**config.mk**
```make
export PLATFORM = sky130hd
export DESIGN_NAME = key_value_telemetry_parser_unit
export DESIGN_NICKNAME = d
export VERILOG_FILES = /design/src/design/kvtp_pkg.sv /design/src/design/key_value_telemetry_parser_unit.sv /design/src/design/kvtp_in_reg.sv /design/src/design/kvtp_core.sv /design/src/design/kvtp_out_reg.sv
export SDC_FILE = /design/constraint.sdc
export NUM_CORES = 1
export LEC_CHECK = 0
export BUFFER_PORTS_ARGS = -buffer_cell sky130_fd_sc_hd__buf_2
export CAP_MARGIN = 20
export CORE_MARGIN = 2
export CORE_UTILIZATION = 30
export CTS_CLUSTER_DIAMETER = 40
export DETAILED_ROUTE_END_ITERATION = 6
export PLACE_DENSITY_LB_ADDON = 0.15
export SLEW_MARGIN = 10
export SYNTH_ARGS = -nofsm -noshare
export SYNTH_HDL_FRONTEND = slang
export SYNTH_SLANG_ARGS = --single-unit
```
**constraint.sdc**
```tcl
create_clock -name i_clk -period 4.9 [get_ports i_clk]
set_input_delay 0.735 -clock i_clk [delete_from_list [all_inputs] [get_ports i_clk]]
set_output_delay 0.735 -clock i_clk [all_outputs]
set_load 0.02 [all_outputs]
```
**src/design/kvtp_pkg.sv**
```systemverilog
// shared types and constants of the key/value telemetry parser
package kvtp_pkg;

    localparam int unsigned BufferDepthDefault = 16;

    localparam int unsigned KeyW      = 7;
    localparam int unsigned ValueW    = 32;
    localparam int unsigned InTdataW  = 8;
    localparam int unsigned OutTdataW = 40;

    // ascii codes the parser reacts to
    localparam logic [7:0] CharEq    = 8'h3D;
    localparam logic [7:0] CharSemi  = 8'h3B;
    localparam logic [7:0] CharDot   = 8'h2E;
    localparam logic [7:0] CharComma = 8'h2C;
    localparam logic [7:0] CharMinus = 8'h2D;
    localparam logic [7:0] CharZero  = 8'h30;
    localparam logic [7:0] CharNine  = 8'h39;
    localparam logic [7:0] CharSpace = 8'h20;
    localparam logic [7:0] CharHigh  = 8'h80;

    // largest magnitude that still fits as a negative value
    localparam logic [35:0] MagLimit = 36'h0_8000_0000;

    // byte held in the input register
    typedef struct packed {
        logic                valid;
        logic [InTdataW-1:0] data;
    } t_in_item;

    // result produced by the parse core in the cycle it consumes a byte
    typedef struct packed {
        logic              fire;
        logic [KeyW-1:0]   key_code;
        logic [ValueW-1:0] value;
    } t_result;

endpackage

```
**src/design/key_value_telemetry_parser_unit.sv**
```systemverilog
// top level of the key/value telemetry parser
//
//  channel  | dir | tdata fields (low bit up)
//  ---------+-----+---------------------------------------------
//  s_axis   | in  | in_byte [7:0]
//  m_axis   | out | key_code [6:0], value [38:7], zero [39]
//
// one byte per cycle while no result is stalled; a byte is held in the input
// register and its result, if any, is registered in the output register once the output slot is free.
// the parse state update is a single pass of add-and-compare logic.
// synchronous active-low reset clears the parse state and the head bytes.
// a stalled result holds the core; the input register still takes one
// more byte while the result waits, if it is empty.
module key_value_telemetry_parser_unit #(
    parameter int unsigned BUFFER_DEPTH = kvtp_pkg::BufferDepthDefault
) (
    input  logic                           i_clk,
    input  logic                           i_rst_n,
    input  logic                           s_axis_tvalid,
    output logic                           s_axis_tready,
    input  logic [kvtp_pkg::InTdataW-1:0]  s_axis_tdata,   // in_byte [7:0]
    output logic                           m_axis_tvalid,
    input  logic                           m_axis_tready,
    output logic [kvtp_pkg::OutTdataW-1:0] m_axis_tdata    // key_code [6:0], value [38:7]
);
    import kvtp_pkg::*;

    t_in_item item;
    t_result  result;
    logic     advance;

    // input register
    kvtp_in_reg u_in (
        .i_clk         (i_clk),
        .i_rst_n       (i_rst_n),
        .s_axis_tvalid (s_axis_tvalid),
        .s_axis_tready (s_axis_tready),
        .s_axis_tdata  (s_axis_tdata),
        .i_advance     (advance),
        .o_item        (item)
    );

    // parse core
    kvtp_core #(
        .BUFFER_DEPTH (BUFFER_DEPTH)
    ) u_core (
        .i_clk     (i_clk),
        .i_rst_n   (i_rst_n),
        .i_item    (item),
        .i_advance (advance),
        .o_result  (result)
    );

    // result register
    kvtp_out_reg u_out (
        .i_clk         (i_clk),
        .i_rst_n       (i_rst_n),
        .i_result      (result),
        .o_advance     (advance),
        .m_axis_tvalid (m_axis_tvalid),
        .m_axis_tready (m_axis_tready),
        .m_axis_tdata  (m_axis_tdata)
    );

endmodule

```
**src/design/kvtp_in_reg.sv**
```systemverilog
// input register on the slave stream side
module kvtp_in_reg (
    input  logic                         i_clk,
    input  logic                         i_rst_n,
    input  logic                         s_axis_tvalid,
    output logic                         s_axis_tready,
    input  logic [kvtp_pkg::InTdataW-1:0] s_axis_tdata,  // in_byte [7:0]
    input  logic                         i_advance,
    output kvtp_pkg::t_in_item           o_item
);
    import kvtp_pkg::*;

    logic                r_valid;
    logic [InTdataW-1:0] r_data;

    // room when empty or when the held byte is consumed this cycle
    assign s_axis_tready = !r_valid || i_advance;

    // valid bit
    always_ff @(posedge i_clk) begin
        if (!i_rst_n) begin
            r_valid <= 1'b0;
        end else if (s_axis_tready) begin
            r_valid <= s_axis_tvalid;
        end
    end

    // byte capture on each transfer
    always_ff @(posedge i_clk) begin
        if (s_axis_tvalid && s_axis_tready) begin
            r_data <= s_axis_tdata;
        end
    end

    assign o_item.valid = r_valid;
    assign o_item.data  = r_data;

endmodule

```
**src/design/kvtp_core.sv**
```systemverilog
// parse state and per-byte record decoding
module kvtp_core #(
    parameter int unsigned BUFFER_DEPTH = kvtp_pkg::BufferDepthDefault
) (
    input  logic               i_clk,
    input  logic               i_rst_n,
    input  kvtp_pkg::t_in_item i_item,
    input  logic               i_advance,
    output kvtp_pkg::t_result  o_result
);
    import kvtp_pkg::*;

    localparam int unsigned FillW = $clog2(BUFFER_DEPTH + 1);

    logic [KeyW-1:0]   r_key,   n_key;
    logic [FillW-1:0]  r_fill,  n_fill;
    logic [7:0]        r_head   [4];
    logic [7:0]        n_head   [4];
    logic [ValueW-1:0] r_mag,   n_mag;
    logic              r_sign,  n_sign;
    logic              r_digit, n_digit;
    logic              r_stop,  n_stop;
    logic              r_ovf,   n_ovf;

    logic [7:0]  head_z [4];
    logic [7:0]  cur;
    logic        take;
    logic        room;
    logic        low_pos;
    logic [35:0] mag_x10;

    assign cur     = i_item.data;
    assign take    = i_item.valid && i_advance;
    assign room    = r_fill < FillW'(BUFFER_DEPTH);
    assign low_pos = r_fill < FillW'(4);

    // magnitude times ten plus the new digit, by shift and add
    assign mag_x10 = 36'({r_mag, 3'b000}) + 36'({r_mag, 1'b0}) + 36'(cur[3:0]);

    // head bytes as seen after the terminating zero is written
    always_comb begin
        for (int i = 0; i < 4; i++) begin
            head_z[i] = r_head[i];
        end
        if (low_pos) begin
            head_z[r_fill[1:0]] = 8'h00;
        end
    end

    // next state and result
    always_comb begin
        n_key    = r_key;
        n_fill   = r_fill;
        n_mag    = r_mag;
        n_sign   = r_sign;
        n_digit  = r_digit;
        n_stop   = r_stop;
        n_ovf    = r_ovf;
        for (int i = 0; i < 4; i++) begin
            n_head[i] = r_head[i];
        end
        o_result.fire     = 1'b0;
        o_result.key_code = r_key;
        o_result.value    = '0;

        if (take) begin
            if (cur == CharEq) begin
                // start of a new value
                n_fill  = '0;
                n_mag   = '0;
                n_sign  = 1'b0;
                n_digit = 1'b0;
                n_stop  = 1'b0;
                n_ovf   = 1'b0;
            end else if (cur == CharSemi) begin
                // end of record: emit unless out of range
                for (int i = 0; i < 4; i++) begin
                    n_head[i] = head_z[i];
                end
                if (!r_digit) begin
                    o_result.fire  = 1'b1;
                    o_result.value = {head_z[0], head_z[1], head_z[2], head_z[3]};
                end else if (r_ovf) begin
                    o_result.fire = 1'b0;
                end else if (r_sign) begin
                    o_result.fire  = 1'b1;
                    o_result.value = ValueW'(0) - r_mag;
                end else if (!r_mag[ValueW-1]) begin
                    o_result.fire  = 1'b1;
                    o_result.value = r_mag;
                end
                n_key = '0;
            end else if (cur inside {CharDot, CharComma}) begin
                // separators carry nothing
            end else if (room) begin
                if (cur inside {[CharZero:CharNine], CharMinus}) begin
                    // store the character and advance the parse
                    if (low_pos) begin
                        n_head[r_fill[1:0]] = cur;
                    end
                    n_fill = r_fill + FillW'(1);
                    if (!r_stop) begin
                        if (cur == CharMinus) begin
                            if (r_fill == '0) begin
                                n_sign = 1'b1;
                            end else begin
                                n_stop = 1'b1;
                            end
                        end else begin
                            n_digit = 1'b1;
                            if (!r_ovf) begin
                                if (mag_x10 > MagLimit) begin
                                    n_ovf = 1'b1;
                                end else begin
                                    n_mag = mag_x10[ValueW-1:0];
                                end
                            end
                        end
                    end
                end else if (r_key == '0 && cur > CharSpace && cur < CharHigh) begin
                    // first printable byte names the key
                    n_key = cur[KeyW-1:0];
                end
            end
        end
    end

    // state registers
    always_ff @(posedge i_clk) begin
        if (!i_rst_n) begin
            r_key   <= '0;
            r_fill  <= '0;
            r_mag   <= '0;
            r_sign  <= 1'b0;
            r_digit <= 1'b0;
            r_stop  <= 1'b0;
            r_ovf   <= 1'b0;
            for (int i = 0; i < 4; i++) begin
                r_head[i] <= 8'h00;
            end
        end else begin
            r_key   <= n_key;
            r_fill  <= n_fill;
            r_mag   <= n_mag;
            r_sign  <= n_sign;
            r_digit <= n_digit;
            r_stop  <= n_stop;
            r_ovf   <= n_ovf;
            for (int i = 0; i < 4; i++) begin
                r_head[i] <= n_head[i];
            end
        end
    end

endmodule

```
**src/design/kvtp_out_reg.sv**
```systemverilog
// result register on the master stream side
module kvtp_out_reg (
    input  logic                          i_clk,
    input  logic                          i_rst_n,
    input  kvtp_pkg::t_result             i_result,
    output logic                          o_advance,
    output logic                          m_axis_tvalid,
    input  logic                          m_axis_tready,
    output logic [kvtp_pkg::OutTdataW-1:0] m_axis_tdata
);
    import kvtp_pkg::*;

    logic                 r_valid;
    logic [OutTdataW-1:0] r_data;

    // the slot frees when empty or when its transfer completes
    assign o_advance = !r_valid || m_axis_tready;

    // valid bit
    always_ff @(posedge i_clk) begin
        if (!i_rst_n) begin
            r_valid <= 1'b0;
        end else if (o_advance) begin
            r_valid <= i_result.fire;
        end
    end

    // result payload
    always_ff @(posedge i_clk) begin
        if (o_advance && i_result.fire) begin
            r_data <= {1'b0, i_result.value, i_result.key_code};
        end
    end

    assign m_axis_tvalid = r_valid;
    assign m_axis_tdata  = r_data;

endmodule

```
==> flow_summary.json <==
{
  "die_x_um": 170,
  "ant_nets": 0,
  "hold_class": "flip-flop to flip-flop",
  "power.density_mw_per_mm2": 269,
  "cts-root-buf": "clkbuf_16",
  "hold_viol_final": 0,
  "synth_ff_type": "dfxtp_1",
  "maxSlewHeadroom_pct": 38.4,
  "synth_warnings": 0,
  "post_drt_via_cell_ratio": 5.30,
  "timing.setup.tns_ps": 0,
  "p_sw_share_pct": 22.2,
  "path_class": "flip-flop to flip-flop",
  "setup_violations": 0,
  "cts_resized": 0,
  "cts.htree.levels": 4,
  "area_growth_pct": 15.9,
  "antenna_found_initial": 1,
  "synth-simple-area-share_pct": 19.6,
  "stdcell_count": 1338,
  "slew_violations": 0,
  "gp_congestion": 0.802,
  "r2r_setup_slack_ps": 360,
  "clkPwrFrac_pct": 53.1,
  "cp.required_ps": 5250,
  "outcome": "completed",
  "hold_end": "u_out.m_axis_tdata[6]",
  "start_util_pct": 30.6,
  "synthXorXnorAreaFrac_pct": 5.40,
  "startpoint": "u_in.r_data[2]",
  "p_comb_share_pct": 3.2,
  "drcViolationCount": 0,
  "layout_common_cells": "nand2_1, dfxtp_1, nor2_1, ha_1, o21ai_0",
  "grt_max_degree": 81,
  "post-synth-top-area-cell": "dfxtp_1",
  "synthMuxAreaShare_pct": 0.786,
  "clock_latency_ps": 430,
  "p_int_mw": 2.00,
  "cpPeakStageDelay_ps": 560,
  "ys_ff_latch": 129,
  "vias": 7088,
  "r2r_cells": 15,
  "crit_path_top_delay_cell": "edfxtp_1",
  "switchingPower_mw": 0.572,
  "r2r-end": "u_core.r_mag[11]",
  "fillers": 2776,
  "synth_edf_count": 47,
  "r2r_start": "u_in.r_data[2]",
  "synthAdderAreaFrac_pct": 10.9,
  "cts.sinks": 129,
  "holdPathStages": 0,
  "cp-end-kind": "flip-flop",
  "detailed_place_hpwl_mm": 17.8,
  "core_area_mm2": 0.0270,
  "path_cells": "ha_1 -> ha_1 -> inv_1 -> fa_1 -> nor2b_1 -> o31a_1 -> o211ai_1 -> a311oi_1 -> o2111ai_1 -> a41oi_1 -> xnor2_1 -> nor4bb_4 -> buf_4 -> o211ai_1 -> o21ai_0",
  "synth_area_leaders": "dfxtp_1, edfxtp_1, ha_1, a22oi_1, xnor2_1",
  "synth_seq_area_share_pct": 36.9,
  "cp_top_family": "compound AO/OA/AOI/OAI gates",
  "drive_gt1_share_pct": 11.8,
  "synth_top_family_by_area": "compound AO/OA/AOI/OAI gates",
  "port_buffers": 52,
  "drtIter0Drc": 470,
  "cp.depth": 15,
  "period_minus_slack_ps": 4540,
  "routed_wirelength_mm": 23.4,
  "fin_crit_sh_pct": 92.6,
  "cts-hold-fix-buffers": 0,
  "dr.pass1.iters": 5,
  "cts_made_buffers": 17,
  "seq_power_share_pct": 43.8,
  "fin_nets": 1067,
  "yosysTopAreaCellShare_pct": 19.8,
  "antennaDiodeCount": 0,
  "max_cap_viol_count": 0,
  "synthesis.nets": 1019,
  "post_cts_buffers": 0,
  "synthCells": 936,
  "grt_pass1_vias": 6711,
  "grt_pass1_wl_mm": 38.0,
  "synth.distinct_cells": 69,
  "crit_buf_inv": 2,
  "start_kind": "flip-flop",
  "overflow": 0,
  "ir_drop_v": 0.000172,
  "cts_tree": "yes",
  "worst_hold_startpoint": "u_core.r_key[6]",
  "track_usage_pct": 16.6,
  "crit_fanout": 20,
  "skew_ps": 10.8,
  "syn-cell-area_mm2": 0.00827,
  "wl_per_cell_um": 17.5,
  "dpl.cell_count": 1306,
  "layout_commonest_cell": "nand2_1",
  "fmax_mhz": 220,
  "worst_pin_slew_ps": 917,
  "die_y_um": 170,
  "clk_path_buf_depth": 2,
  "rsz0062_at_grt": "false",
  "synth_compound_area_share_pct": 23.3,
  "clk_pin_slew_worst_paths_ps": 60,
  "num_rows": 60,
  "p_leak_nw": 3.83,
  "dieArea_mm2": 0.0289,
  "boundaryPins": 54,
  "syn_avg_cell_area_um2": 8.84,
  "cp.arrival_ps": 4890,
  "synth_async_sr_flop_share_pct": 0
}
## Yosys cell counts (3+ instances only)
cell type and n:
a211oi_1 7, a21boi_0 10, a21o_1 15, a21oi_1 55
a22oi_1 52, a31oi_1 5, and2_1 13, and3_1 11
buf_2 6, clkbuf_1 34, dfxtp_1 82, edfxtp_1 47
ha_1 69, inv_1 22, mux2i_1 5, nand2_1 90
nand2b_1 11, nand3_1 18, nand3b_1 3, nand4_1 5
nand4b_1 4, nor2_1 81, nor2b_1 36, nor3_1 20
nor4_1 3, o2111ai_1 3, o211a_1 3, o211ai_1 32
o21a_1 6, o21ai_0 57, o21ai_1 3, o21bai_1 4
o22ai_1 8, o31ai_1 9, o41ai_1 3, or2_2 4
or3_1 8, or4_1 4, or4_4 4, xnor2_1 39
xor2_1 12
## final cells by class
class                           count  area, um2  share of cell area (%)
Clock buffer                       18        429                    4.47
Clock inverter                     14        203                    2.11
Inverter                           22       82.6                   0.861
Multi-Input combinational cell    744       4990                    52.0
Sequential cell                   129       3050                    31.8
Tap cell                          341        427                    4.45
Timing Repair Buffer               70        408                    4.25
## how the worst max path moves through the flow
| stage | end |
|---|---|
| 6_report | u_core.r_mag[11] |
| 5_1_grt | u_core.r_mag[13] |
| 4_1_cts | u_core.r_mag[11] |
| 3_5_place_dp | u_core.r_mag[11] |
| 3_3_place_gp | u_core.r_mag[11] |
| 2_1_floorplan | u_core.r_mag[0] |
## metrics by stage
| stage | setup slack [ps] | util [%] | hold WS, ps | power (mW) | area [um2] |
|---|---|---|---|---|---|
| floorplan | 700 | - | 423 | 1.20 | 8270 |
| global placement | 259 | 33.1 | 440 | 1.23 | 8960 |
| detailed placement | 341 | 33.1 | 443 | 1.23 | 8960 |
| CTS | 309 | 35.5 | 458 | 2.60 | 9590 |
| global route | 8.28 | 35.5 | 471 | 2.65 | 9590 |
| finish | 360 | 35.5 | 459 | 2.58 | 9590 |
## registers in the layout, summed over array words and instances (netlist names)
signal	cells
u_core.r_key	7
u_in.r_valid	1
u_core.r_head	32
u_in.r_data	8
u_core.r_digit	1
u_core.r_stop	1
u_core.r_sign	1
u_core.r_mag	32
u_out.m_axis_tvalid	1
u_out.m_axis_tdata	39
u_core.r_fill	5
u_core.r_ovf	1
## power groups by stage
| stage | clock network [mW] | logic [mW] | registers (mW) |
|---|---|---|---|
| 6_report | 1.37 | 0.0815 | 1.13 |
| 5_1_grt | 1.43 | 0.0905 | 1.13 |
| 4_1_cts | 1.39 | 0.0823 | 1.13 |
| 3_5_place_dp | 0 | 0.0821 | 1.15 |
| 3_3_place_gp | 0 | 0.0830 | 1.15 |
| 2_1_floorplan | 0 | 0.0568 | 1.14 |
## worst reg2reg max path: stages (launching register included)
cell	delay, ps
edfxtp_1	560
ha_1	370
ha_1	180
inv_1	60
fa_1	400
nor2b_1	170
o31a_1	260
o211ai_1	180
a311oi_1	450
o2111ai_1	230
a41oi_1	380
xnor2_1	160
nor4bb_4	480
buf_4	320
o211ai_1	160
o21ai_0	100
## per-layer routing
layer | part of all wire, % | wire length, um | track usage [%] | vias up
li1 | - | - | - | 3580
met1 | 51 | 11900 | 24.1 | 3335
met2 | 44 | 10400 | 25.7 | 147
met3 | 3.7 | 875 | 2.42 | 26
met4 | 1.2 | 291 | 4.24 | 0
met5 | 0 | 0 | 0 | -
## cell families (layout without fill, tap and decap cells)
logic type                 after synthesis  count (layout)
AOI/OAI and AO/OA                      290             290
muxes                                    6               6
and+or+nand+nor                        325             325
xor gates and xnor gates                51              51
DFF                                    129             129
adders and majority gates               71              71
other                                    1               1
buffers and inverters                   63             124
Note: power is estimated with default switching activity, not from simulation.
